$ cat config.mk
export PLATFORM = sky130hd
export DESIGN_NAME = nmea_gga_sentence_capture
export DESIGN_NICKNAME = d
export VERILOG_FILES = /design/src/rtl/core/nmgga_pkg.sv /design/src/rtl/core/nmgga_ram.sv /design/src/rtl/core/nmgga_front.sv /design/src/rtl/core/nmgga_queue.sv /design/src/rtl/core/nmea_gga_sentence_capture.sv
export SDC_FILE = /design/constraint.sdc
export NUM_CORES = 2
export LEC_CHECK = 0
export BUFFER_PORTS_ARGS = -buffer_cell sky130_fd_sc_hd__buf_2
export CORE_MARGIN = 2
export CORE_UTILIZATION = 26
export DETAILED_ROUTE_END_ITERATION = 6
export GPL_TIMING_DRIVEN = 1
export HOLD_SLACK_MARGIN = 0.05
export PLACE_DENSITY = 0.44
export RECOVER_POWER = 100
export SLEW_MARGIN = 30
export SYNTH_ARGS = -nofsm -noshare
export SYNTH_HDL_FRONTEND = slang
export SYNTH_HIERARCHICAL = 1
export SYNTH_SLANG_ARGS = --single-unit
$ cat constraint.sdc
create_clock -name clk -period 7.35 [get_ports clk]
set_clock_uncertainty 0.2 [all_clocks]
set_input_delay 1.47 -clock clk [delete_from_list [all_inputs] [get_ports clk]]
set_output_delay 1.47 -clock clk [all_outputs]
set_load 0.02 [all_outputs]
$ cat src/rtl/core/nmgga_pkg.sv
// ----------------------------------------------------------------------------
// nmgga_pkg
// Shared types and constants for the NMEA GGA sentence capture block.
// ----------------------------------------------------------------------------
package nmgga_pkg;

    typedef enum logic [1:0] {
        OP_RECV     = 2'd0,
        OP_RD_BYTE  = 2'd1,
        OP_RD_COMMA = 2'd2,
        OP_NONE     = 2'd3
    } opcode_t;

    typedef enum logic [1:0] {
        SRC_NONE  = 2'd0,
        SRC_STORE = 2'd1,
        SRC_COMMA = 2'd2
    } read_src_t;

    localparam logic [7:0]  CH_START  = 8'h24;
    localparam logic [7:0]  CH_COMMA  = 8'h2C;
    localparam logic [23:0] TAG_RESET = 24'h474741;

    localparam int QUEUE_DEPTH = 4;
    localparam int QAW         = $clog2(QUEUE_DEPTH);

    // Item classified by the front end, waiting on its read data.
    typedef struct packed {
        logic       byte_stored;
        logic [7:0] store_position;
        logic       comma_recorded;
        logic [4:0] comma_ordinal;
        logic       capturing;
        logic       overflowed;
        logic       read_valid;
        read_src_t  read_src;
    } entry_t;

    // Finished result beat.
    typedef struct packed {
        logic       byte_stored;
        logic [7:0] store_position;
        logic       comma_recorded;
        logic [4:0] comma_ordinal;
        logic       capturing;
        logic       overflowed;
        logic [7:0] read_data;
        logic       read_valid;
    } result_t;

endpackage

$ cat src/rtl/core/nmgga_ram.sv
// ----------------------------------------------------------------------------
// nmgga_ram
// Generic single-write, single-read RAM with registered read data.
// ----------------------------------------------------------------------------
module nmgga_ram #(
    parameter int WIDTH = 8,
    parameter int DEPTH = 256,
    parameter int AW    = $clog2(DEPTH)
) (
    input  logic             clk,
    input  logic             we,
    input  logic [AW-1:0]    waddr,
    input  logic [WIDTH-1:0] wdata,
    input  logic [AW-1:0]    raddr,
    output logic [WIDTH-1:0] rdata
);

    logic [WIDTH-1:0] mem [DEPTH];
    logic [WIDTH-1:0] rdata_reg;

    always_ff @(posedge clk)
    begin
        if (we)
        begin
            mem[waddr] <= wdata;
        end
        rdata_reg <= mem[raddr];
    end

    assign rdata = rdata_reg;

endmodule

$ cat src/rtl/core/nmgga_front.sv
// ----------------------------------------------------------------------------
// nmgga_front
// Accepts beats, tracks tag window and capture state, issues memory writes
// and reads, and registers the classified item for the result queue.
// ----------------------------------------------------------------------------
module nmgga_front import nmgga_pkg::*; #(
    parameter int BUFFER_DEPTH = 256,
    parameter int COMMA_SLOTS  = 32,
    parameter int AW           = $clog2(BUFFER_DEPTH),
    parameter int CW           = $clog2(COMMA_SLOTS)
) (
    input  logic          clk,
    input  logic          rst_n,
    input  logic          cfg_we,
    input  logic [23:0]   cfg_data,
    input  logic          accept,
    input  logic [1:0]    opcode,
    input  logic [7:0]    rx_byte,
    input  logic [7:0]    read_address,
    input  logic [4:0]    comma_slot,
    output logic          store_we,
    output logic [AW-1:0] store_waddr,
    output logic [7:0]    store_wdata,
    output logic [AW-1:0] store_raddr,
    output logic          comma_we,
    output logic [CW-1:0] comma_waddr,
    output logic [7:0]    comma_wdata,
    output logic [CW-1:0] comma_raddr,
    output logic          s1_valid,
    output entry_t        s1_entry
);

    localparam logic [AW:0] WI_FULL = (AW+1)'(BUFFER_DEPTH);
    localparam logic [CW:0] CC_FULL = (CW+1)'(COMMA_SLOTS);

    logic [23:0] tag_reg;
    logic [23:0] win_reg, win_next;
    logic        cap_reg, cap_next;
    logic [AW:0] wi_reg, wi_next;
    logic [CW:0] cc_reg, cc_next;
    logic        ovf_reg, ovf_next;
    logic        s1_valid_reg;
    entry_t      s1_reg, s1_next;
    opcode_t     op;

    assign op = opcode_t'(opcode);

    always_comb
    begin
        win_next    = win_reg;
        cap_next    = cap_reg;
        wi_next     = wi_reg;
        cc_next     = cc_reg;
        ovf_next    = ovf_reg;
        store_we    = 1'b0;
        comma_we    = 1'b0;
        s1_next     = '0;
        s1_next.read_src = SRC_NONE;

        unique case (op)
            OP_RECV:
            begin
                if (rx_byte == CH_START)
                begin
                    wi_next  = '0;
                    cc_next  = '0;
                    ovf_next = 1'b0;
                    cap_next = 1'b0;
                end
                else if (cap_reg)
                begin
                    if (wi_reg < WI_FULL)
                    begin
                        if (rx_byte == CH_COMMA && cc_reg < CC_FULL)
                        begin
                            comma_we               = accept;
                            s1_next.comma_recorded = 1'b1;
                            s1_next.comma_ordinal  = 5'(cc_reg[CW-1:0]);
                            cc_next                = cc_reg + 1'b1;
                        end
                        store_we               = accept;
                        s1_next.byte_stored    = 1'b1;
                        s1_next.store_position = 8'(wi_reg[AW-1:0]);
                        wi_next                = wi_reg + 1'b1;
                    end
                    if (wi_next >= WI_FULL)
                    begin
                        ovf_next = 1'b1;
                    end
                end
                else if (win_reg == tag_reg)
                begin
                    cap_next = 1'b1;
                    win_next = '0;
                end
                else
                begin
                    win_next = {win_reg[15:0], rx_byte};
                end
            end
            OP_RD_BYTE:
            begin
                s1_next.read_src   = SRC_STORE;
                s1_next.read_valid = 9'(read_address) < 9'(wi_reg);
            end
            OP_RD_COMMA:
            begin
                s1_next.read_src   = SRC_COMMA;
                s1_next.read_valid = 6'(comma_slot) < 6'(cc_reg);
            end
            default:
            begin
                s1_next.read_src = SRC_NONE;
            end
        endcase

        s1_next.capturing  = cap_next;
        s1_next.overflowed = ovf_next;
    end

    assign store_waddr = wi_reg[AW-1:0];
    assign store_wdata = rx_byte;
    assign store_raddr = read_address[AW-1:0];
    assign comma_waddr = cc_reg[CW-1:0];
    assign comma_wdata = 8'(wi_reg[AW-1:0]);
    assign comma_raddr = comma_slot[CW-1:0];

    always_ff @(posedge clk or negedge rst_n)
    begin
        if (!rst_n)
        begin
            tag_reg      <= TAG_RESET;
            win_reg      <= '0;
            cap_reg      <= 1'b0;
            wi_reg       <= '0;
            cc_reg       <= '0;
            ovf_reg      <= 1'b0;
            s1_valid_reg <= 1'b0;
        end
        else
        begin
            if (cfg_we)
            begin
                tag_reg <= cfg_data;
            end
            if (accept)
            begin
                win_reg <= win_next;
                cap_reg <= cap_next;
                wi_reg  <= wi_next;
                cc_reg  <= cc_next;
                ovf_reg <= ovf_next;
            end
            s1_valid_reg <= accept;
        end
    end

    always_ff @(posedge clk)
    begin
        if (accept)
        begin
            s1_reg <= s1_next;
        end
    end

    assign s1_valid = s1_valid_reg;
    assign s1_entry = s1_reg;

endmodule

$ cat src/rtl/core/nmgga_queue.sv
// ----------------------------------------------------------------------------
// nmgga_queue
// Back end: merges read data into classified items and holds finished
// results until they are popped.
// ----------------------------------------------------------------------------
module nmgga_queue import nmgga_pkg::*; (
    input  logic       clk,
    input  logic       rst_n,
    input  logic       push,
    input  entry_t     in_entry,
    input  logic [7:0] store_rdata,
    input  logic [7:0] comma_rdata,
    input  logic       pop,
    output result_t    head,
    output logic [QAW:0] count,
    output logic       empty
);

    result_t          slots_reg [QUEUE_DEPTH];
    result_t          res;
    logic [QAW-1:0]   wr_ptr_reg, rd_ptr_reg;
    logic [QAW:0]     count_reg;
    logic             do_pop;

    always_comb
    begin
        res.byte_stored    = in_entry.byte_stored;
        res.store_position = in_entry.store_position;
        res.comma_recorded = in_entry.comma_recorded;
        res.comma_ordinal  = in_entry.comma_ordinal;
        res.capturing      = in_entry.capturing;
        res.overflowed     = in_entry.overflowed;
        res.read_valid     = in_entry.read_valid;
        res.read_data      = '0;
        if (in_entry.read_valid)
        begin
            unique case (in_entry.read_src)
                SRC_STORE: res.read_data = store_rdata;
                SRC_COMMA: res.read_data = comma_rdata;
                default:   res.read_data = '0;
            endcase
        end
    end

    assign do_pop = pop && (count_reg != '0);

    always_ff @(posedge clk or negedge rst_n)
    begin
        if (!rst_n)
        begin
            wr_ptr_reg <= '0;
            rd_ptr_reg <= '0;
            count_reg  <= '0;
        end
        else
        begin
            if (push)
            begin
                wr_ptr_reg <= wr_ptr_reg + 1'b1;
            end
            if (do_pop)
            begin
                rd_ptr_reg <= rd_ptr_reg + 1'b1;
            end
            if (push && !do_pop)
            begin
                count_reg <= count_reg + 1'b1;
            end
            else if (!push && do_pop)
            begin
                count_reg <= count_reg - 1'b1;
            end
        end
    end

    always_ff @(posedge clk)
    begin
        if (push)
        begin
            slots_reg[wr_ptr_reg] <= res;
        end
    end

    assign head  = slots_reg[rd_ptr_reg];
    assign count = count_reg;
    assign empty = (count_reg == '0);

endmodule

$ cat src/rtl/core/nmea_gga_sentence_capture.sv
// ----------------------------------------------------------------------------
// nmea_gga_sentence_capture
// Captures NMEA sentences with a configured tag into a byte store and a
// comma position table; answers read beats from both.
//
//  channel  | handshake        | payload
//  ---------+------------------+-----------------------------------------
//  input    | push / full      | opcode, rx_byte, read_address, comma_slot
//  result   | pop / empty      | byte_stored .. read_valid
//  config   | cfg_we           | cfg_data (sentence tag)
//
//  One beat per cycle sustained while full is low. A taken beat's state update
//  and memory read are registered first; the staged item and read data are then
//  merged and written into the result queue, whose head drives the result ports.
//  Four-entry result queue; full rises when queued plus in-flight reach it.
//  Reset clears tag window, capture state, counts and queue; store and comma
//  table contents are only reported as valid read data after being written.
// ----------------------------------------------------------------------------
module nmea_gga_sentence_capture import nmgga_pkg::*; #(
    parameter int BUFFER_DEPTH = 256,
    parameter int COMMA_SLOTS  = 32
) (
    input  logic        clk,
    input  logic        rst_n,
    input  logic        cfg_we,
    input  logic [23:0] cfg_data,
    input  logic        push,
    output logic        full,
    input  logic [1:0]  opcode,
    input  logic [7:0]  rx_byte,
    input  logic [7:0]  read_address,
    input  logic [4:0]  comma_slot,
    output logic        empty,
    input  logic        pop,
    output logic        byte_stored,
    output logic [7:0]  store_position,
    output logic        comma_recorded,
    output logic [4:0]  comma_ordinal,
    output logic        capturing,
    output logic        overflowed,
    output logic [7:0]  read_data,
    output logic        read_valid
);

    localparam int AW = $clog2(BUFFER_DEPTH);
    localparam int CW = $clog2(COMMA_SLOTS);

    logic          accept;
    logic          store_we, comma_we;
    logic [AW-1:0] store_waddr, store_raddr;
    logic [CW-1:0] comma_waddr, comma_raddr;
    logic [7:0]    store_wdata, comma_wdata, store_rdata, comma_rdata;
    logic          s1_valid;
    entry_t        s1_entry;
    result_t       head;
    logic [QAW:0]  q_count;
    logic [QAW+1:0] q_level;

    assign q_level = (QAW+2)'(q_count) + (QAW+2)'(s1_valid);
    assign full    = q_level >= (QAW+2)'(QUEUE_DEPTH);
    assign accept  = push && !full;

    nmgga_front #(
        .BUFFER_DEPTH (BUFFER_DEPTH),
        .COMMA_SLOTS  (COMMA_SLOTS)
    ) u_front (
        .clk          (clk),
        .rst_n        (rst_n),
        .cfg_we       (cfg_we),
        .cfg_data     (cfg_data),
        .accept       (accept),
        .opcode       (opcode),
        .rx_byte      (rx_byte),
        .read_address (read_address),
        .comma_slot   (comma_slot),
        .store_we     (store_we),
        .store_waddr  (store_waddr),
        .store_wdata  (store_wdata),
        .store_raddr  (store_raddr),
        .comma_we     (comma_we),
        .comma_waddr  (comma_waddr),
        .comma_wdata  (comma_wdata),
        .comma_raddr  (comma_raddr),
        .s1_valid     (s1_valid),
        .s1_entry     (s1_entry)
    );

    nmgga_ram #(
        .WIDTH (8),
        .DEPTH (BUFFER_DEPTH)
    ) u_store (
        .clk   (clk),
        .we    (store_we),
        .waddr (store_waddr),
        .wdata (store_wdata),
        .raddr (store_raddr),
        .rdata (store_rdata)
    );

    nmgga_ram #(
        .WIDTH (8),
        .DEPTH (COMMA_SLOTS)
    ) u_commas (
        .clk   (clk),
        .we    (comma_we),
        .waddr (comma_waddr),
        .wdata (comma_wdata),
        .raddr (comma_raddr),
        .rdata (comma_rdata)
    );

    nmgga_queue u_queue (
        .clk         (clk),
        .rst_n       (rst_n),
        .push        (s1_valid),
        .in_entry    (s1_entry),
        .store_rdata (store_rdata),
        .comma_rdata (comma_rdata),
        .pop         (pop),
        .head        (head),
        .count       (q_count),
        .empty       (empty)
    );

    assign byte_stored    = head.byte_stored;
    assign store_position = head.store_position;
    assign comma_recorded = head.comma_recorded;
    assign comma_ordinal  = head.comma_ordinal;
    assign capturing      = head.capturing;
    assign overflowed     = head.overflowed;
    assign read_data      = head.read_data;
    assign read_valid     = head.read_valid;

`ifndef NO_ASSERTIONS
    a_no_queue_overrun: assert property (@(posedge clk) disable iff (!rst_n)
        !(s1_valid && q_count == (QAW+1)'(QUEUE_DEPTH)))
        else $error("result queue overrun");

    a_accept_flows: assert property (@(posedge clk) disable iff (!rst_n)
        accept |=> s1_valid)
        else $error("accepted beat not staged");

    a_staged_lands: assert property (@(posedge clk) disable iff (!rst_n)
        s1_valid |=> !empty)
        else $error("staged beat did not reach queue");

    a_store_needs_capture: assert property (@(posedge clk) disable iff (!rst_n)
        (!empty && byte_stored) |-> capturing)
        else $error("byte stored outside capture");

    a_comma_is_stored: assert property (@(posedge clk) disable iff (!rst_n)
        (!empty && comma_recorded) |-> byte_stored)
        else $error("comma recorded but not stored");
`endif

endmodule
[Word-level counts from Yosys, hierarchy flattened]
Memories as Yosys holds them, arrays and structs flattened. A register that Yosys moved wholly into a read port is not among the register bits.
Cells that the tools add are included.
Cells by class
  $add $sub $neg: 7
  order comparisons: 6
  equal/unequal tests: 7
  mux-type cells: 42
  bitwise gates (word level): 5
  reductions and logical operators: 21
Operator list (number)
  2-to-1 mux 9 bit: 6
  2-to-1 mux 6 bit: 5
  == test 24 bit: 1
  2-to-1 mux 24 bit: 1
  2-to-1 mux 1 bit: 23
  == test 8 x 6 -> 1 bit (second input constant): 2
  case mux 8 bit (2 select lines): 1
  2-to-1 mux 15 bit: 1
  adder 9 x 1 -> 9 bit (second input constant): 1
  >= comparator 9 bit (second input constant): 1
  less-than comparator 8 x 9 -> 1 bit: 1
  less-than comparator 9 bit (second input constant): 1
  2-to-1 mux 8 bit: 1
  nonzero test 2 bit: 4
  adder 6 x 1 -> 6 bit (second input constant): 1
  less-than comparator 5 x 6 -> 1 bit: 1
  less-than comparator 6 bit (second input constant): 1
  2-to-1 mux 3 bit: 2
  logical AND 1 bit: 5
  NOT 1 bit: 5
  AND reduction 5 bit: 1
  OR reduction 5 bit: 1
  adder 2 x 1 -> 2 bit (second input constant): 2
  adder 3 x 1 -> 4 bit: 1
  15 further kinds: 19
Word-level totals
  register bits after elaboration: 93
  RAM bits: 2408
  bits of input ports: 52
  output and inout bits: 28
  logic and storage cells: 109
  memories kept: 3
Memory list
  u_store.mem: depth 256, width 8, read ports 1, clocked after Yosys merged registers in 1, write ports 1, RTL line nmgga_ram.sv:18  | logic [WIDTH-1:0] mem [DEPTH];
  u_commas.mem: depth 32, width 8, read ports 1, clocked after Yosys merged registers in 1, write ports 1, RTL line nmgga_ram.sv:18
  u_queue.slots_reg: depth 4, width 26, read ports 1, clocked after Yosys merged registers in 0, write ports 1, RTL line nmgga_queue.sv:19  | result_t slots_reg [QUEUE_DEPTH];

[Longest topological paths before layout]
  depth in word-level cells: 11
  depth in mapped cells: 12
  gate-level depth less buffers: 8

[Cells and area by module]
The synthesis kept the hierarchy.
By module, submodules not included
  nmgga_ram (u_store): times used 1, cells an instance 3733, area an instance 79556.3 um2, seq. area each 61659.1 um2
  nmgga_ram (u_commas): times used 1, cells an instance 417, area an instance 10053.4 um2, seq. area each 7847.5 um2
  nmgga_front: times used 1, cells an instance 404, area an instance 4642.0 um2, seq. area each 2264.7 um2
  nmgga_queue: times used 1, cells an instance 194, area an instance 4334.2 um2, seq. area each 3298.2 um2
  nmea_gga_sentence_capture: times used 1, cells an instance 3, area an instance 27.5 um2, seq. area each 0.0 um2

[Least setup slack after synthesis]
OpenSTA, ideal clock, no wires.
  kind: input to register
  start: input push
  end: memory u_store.mem[234][0], enable pin
  library setup time: 0.370 ns
  data arrival time: 4.224 ns
  data required time: 6.780 ns
  path slack: 2.556 ns
  stages: 8
  buffers on the path: 3
  cells stage by stage: inv_1 > a311oi_2 > and2_1 > clkbuf_1 > buf_1 > nand3_1 > clkbuf_1 > nor2_1
Between the ends
  cells in the longest elaborated chain, start to end: 7
Ends and longest elaborated chain
  from (decl): RTL line nmea_gga_sentence_capture.sv:27  | input logic push,
  logical AND 1 bit: RTL line nmea_gga_sentence_capture.sv:61  | assign accept = push && !full;
  via accept: RTL line nmea_gga_sentence_capture.sv:48  | logic accept;
  2-to-1 mux 1 bit: RTL line nmgga_front.sv:72  | if (wi_reg < WI_FULL)
  2-to-1 mux 1 bit: RTL line nmgga_front.sv:70  | else if (cap_reg)
  2-to-1 mux 1 bit: RTL line nmgga_front.sv:63  | if (rx_byte == CH_START)
  2-to-1 mux 1 bit: RTL line nmgga_front.sv:60  | unique case (op)
  via store_we: RTL line nmea_gga_sentence_capture.sv:49  | logic store_we, comma_we;
  2-to-1 mux 1 bit: RTL line nmgga_ram.sv:23  | if (we)
  2-to-1 mux 1 bit (not written as such): RTL line nmgga_ram.sv:25  | mem[waddr] <= wdata;
  to (decl): RTL line nmgga_ram.sv:18
The timed path passes the listed nets, and every way through them passes these cells.

[Worst setup path after layout]
  start: input rx_byte[2]
  end: memory u_store.mem[208][3], enable pin
Between the ends
  cells in the longest elaborated chain, start to end: 5
Ends and longest elaborated chain
  from (decl): RTL line nmea_gga_sentence_capture.sv:30  | input logic [7:0] rx_byte,
  == test 8 x 6 -> 1 bit: RTL line nmgga_front.sv:63
  2-to-1 mux 1 bit: RTL line nmgga_front.sv:63
  2-to-1 mux 1 bit: RTL line nmgga_front.sv:60
  via store_we: RTL line nmea_gga_sentence_capture.sv:49
  2-to-1 mux 1 bit: RTL line nmgga_ram.sv:23
  2-to-1 mux 1 bit (not written as such): RTL line nmgga_ram.sv:25
The timed path passes the listed nets, and every way through them passes these cells.

==> flow_summary_export.csv <==
group,metric,value,unit
status,status,"finished, violations left",
status,failed_checks,"capacitance limit, slew limit",
sta,maxSlewViolCount,1945,
sta,slew_headroom,-168,%
worst_setup_path,worstSetupStartpointType,"input pin",
detailed_routing,wl_per_cell,26.8,um
clock_tree,cts_tree,"yes",
die,start_util,26.1,%
sta,worst_slack,1500,ps
global_route,grt_pass1_wl,386,mm
yosys,synth_top_cell_area_share,73.9,%
worst_setup_path,end_kind,"flop",
detailed_routing,first_pass_iters,6,
sta,hold_violations,0,
detailed_routing,totalWireLength,273,mm
detailed_routing,ant_nets,0,
worst_hold_path,hold_path_depth,0,
pwr,p_total,0.0321,W
worst_setup_path,critical_path.cell_chain,"clkbuf_1, nor4b_4, nand3_1, nor4b_1, clkbuf_1, and2_1, buf_4, nand3_1, buf_4, nor2_1, clkbuf_1",
pwr,p_per_area,282,mW/mm^2
sta,final-setup-viol-count,0,
yosys,synth_cell_types,82,
pwr,leakagePower,34.9,nW
worst_setup_path,reg2reg_depth,6,
detailed_routing,num_vias,48000,
clock_tree,post-cts-setup-buffers,0,
yosys,synth_edf_count,2428,
worst_setup_path,critical_path_class,"in2reg",
worst_setup_path,crit_required,7690,ps
clock_tree,cts-root-buf,"clkbuf_16",
clock_tree,clkTransAtPathRegs,60,ps
sta,tns,0,ps
pwr,switching_share,22.7,%
detailed_routing,drcViolationCount,0,
pwr,sequentialPowerShare,50.5,%
yosys,syn-cell-area,0.0986,sq mm
worst_setup_path,critPathArrivalTime,6190,ps
detailed_routing,vias_per_cell,4.71,
global_route,antenna_found_initial,15,
sta,post-route-period-util,79.6,%
yosys,syn_inst,4751,
pwr,pwr-share-comb,6.3,%
layout,areaGrowthSynthToFinish,15.2,%
worst_setup_path,critPathMaxStageDelay,1500,ps
yosys,synth_flop_cell,"edfxtp_1",
yosys,netlist.top_cell.by_area,"edfxtp_1",
pwr,p_clk_share,43.1,%
placement,dp_cells,9677,
pwr,internal_power,0.0248,W
sta,period_needed,5850,ps
global_route,top_usage_layer,"met2",
yosys,yosysWarnings,6,
clock_tree,cts_inserted_buffers,284,
clock_tree,cts.sinks,2517,
die,die_x,620,um
die,core,0.378,sq mm
yosys,postSynthAreaPerCell,20.8,sq um
clock_tree,cts_buffer_depth,4,
global_route,grt_max_degree,161,
sta,fmax,171,MHz
clock_tree,insertion_delay,900,ps
global_route,grtUsageTotal,14.0,%
worst_setup_path,crit_fanout,35,
global_route,overflow,0,
sta,tightest_slew,4030,ps
die,io_pins,80,
layout,layout-drive-gt1-share,23.0,%
layout,seq_area,0.0751,sq mm
yosys,async_reset_ff_share,2.90,%
placement,dp_hpwl,168,mm
worst_setup_path,worst-path-buf-inv,5,
yosys,synthTopCellsByArea,"edfxtp_1, mux4_2, mux2i_1",
global_route,use_met2,23.2,%
die,die_area,0.384,sq mm
global_route,grt_pass1_vias,49600,
layout,fin_nets,5028,
yosys,syn-num-nets,4828,
die,fp.dieH,620,um
die,num_rows,226,
worst_setup_path,cp_num_cells,11,
run,drv_cap,40,
worst_setup_path,cpMostUsedCell,"clkbuf_1",
pwr,power_switching,0.00727,W
clock_tree,hold_buffers,0,
worst_hold_path,hold_class,"reg2reg",
worst_setup_path,crit_family,"buffers and inverters",
placement,placed_area,0.105,sq mm
layout,design_area,0.114,sq mm
global_route,met1_usage,19.0,%
clock_tree,cts-resized-gates,0,
global_route,grt_use_met3,2.52,%
clock_tree,htreeDepth,5,
layout,num-fill-cells,36800,
layout,multi_input_area,0.0215,sq mm
detailed_routing,drt-initial-drc-count,4615,
placement,place_ws,1380,ps
layout,largest_reg_flops,2048,
sta,grt_setup_unrepaired,"no",
placement,place_congestion,0.791,
layout,final-instance-count-excl-fill,10200,
yosys,seq_area_frac_synth,76.1,%
worst_setup_path,cpMaxStageDelayCell,"clkbuf_1",
yosys,ys_ff_latch,2517,
placement,io_buffer_count,79,
pwr,ir_worst_vdd,0.183,mV
==> layout by cell type (no fill, tap or decap), types with 11 or more instances in the layout <==
cell type and n:
clkinv_1 59, a21oi_1 134, mux2_2 29, o221ai_1 46
a221oi_1 13, nor2b_1 28, nand4_1 21, and2_0 12
clkinv_2 34, ha_1 24, o211ai_1 11, a22oi_1 141
nor3_1 27, buf_2 33, o21ai_0 20, nor4_1 27
clkbuf_1 124, inv_1 27, nor2_1 330, edfxtp_1 2428
bufinv_16 21, nand2_1 42, nand2b_1 12, clkbuf_16 289
nand3_1 41, dfrtp_1 61, dfxtp_1 16, mux4_2 552
a211oi_1 16, buf_12 12, xnor2_1 28, buf_4 96
o22ai_1 28, mux2i_1 159
==> synthesized netlist by cell type, types with 7 or more instances <==
library cell	count
a211oi_1	16
a21oi_1	134
a221oi_1	13
a22o_1	9
a22oi_1	141
and2_1	23
buf_1	28
buf_12	10
buf_2	39
buf_4	75
buf_6	25
buf_8	13
clkbuf_1	128
dfrtp_1	63
dfstp_2	10
dfxtp_1	16
edfxtp_1	2428
ha_1	24
inv_1	27
mux2_2	34
mux2i_1	159
mux4_1	10
mux4_2	552
nand2_1	45
nand2b_1	12
nand3_1	46
nand3b_1	7
nand4_1	21
nor2_1	333
nor2b_1	32
nor3_1	27
nor4_1	29
o211ai_1	11
o21ai_0	20
o221ai_1	46
o22ai_1	28
xnor2_1	28
==> power by group through the flow <==
stage	sequential (W)	clock, W	combinational [W]
after global placement	0.0165	0	0.00209
after detailed placement	0.0165	0	0.00211
final	0.0162	0.0138	0.00203
after CTS	0.0162	0.0142	0.00212
after floorplan	0.0164	0	0.00140
after global routing	0.0162	0.0147	0.00218
==> cells by family after synthesis <==
group	Yosys count	share of synthesized area [%]
buf+inv	347	2.16
flops	2517	76.1
mux	755	14.9
compound gates	462	3.26
fa+ha+maj	25	0.325
xor+xnor	32	0.284
simple gates	613	2.97
==> routing by layer <==
metal / wire (um) / share of wire (%)
met1: 119000 / 44
met2: 133000 / 49
met3: 15700 / 5.7
met4: 5770 / 2.1
met5: 0 / 0
==> worst paths after layout <==
check / start / to / slack [ps]
max: rx_byte[2] / u_store/mem[208][3] / 1500
min: u_front/s1_entry[6] / u_queue/slots_reg[2][12] / 280
max reg2reg: u_front/s1_valid / u_front/cc_reg[4] / 1750
min reg2reg: u_front/s1_entry[6] / u_queue/slots_reg[2][12] / 280
max in group asynchronous: rst_n / u_front/wi_reg[2] / 2390
min in group asynchronous: rst_n / u_queue/rd_ptr_reg[1] / 410
==> stage by stage <==
stage	hold slack, ps	utilization (%)
after detailed placement	285	27.7
final	284	30.0
after global placement	278	27.7
after floorplan	259	-
after global routing	310	30.0
after CTS	159	30.1
==> cell type report <==
class                      instances  area share (%)
clock inverter                   149            1.27
multi-input combinational       1887            18.9
tap                             5016            5.52
sequential                      2517            66.1
timing repair buffer             232            1.45
inverter                          29          0.0958
clock buffer                     349            6.64
antenna                            8          0.0176
No activity file was read; power rests on OpenSTA's default activity.
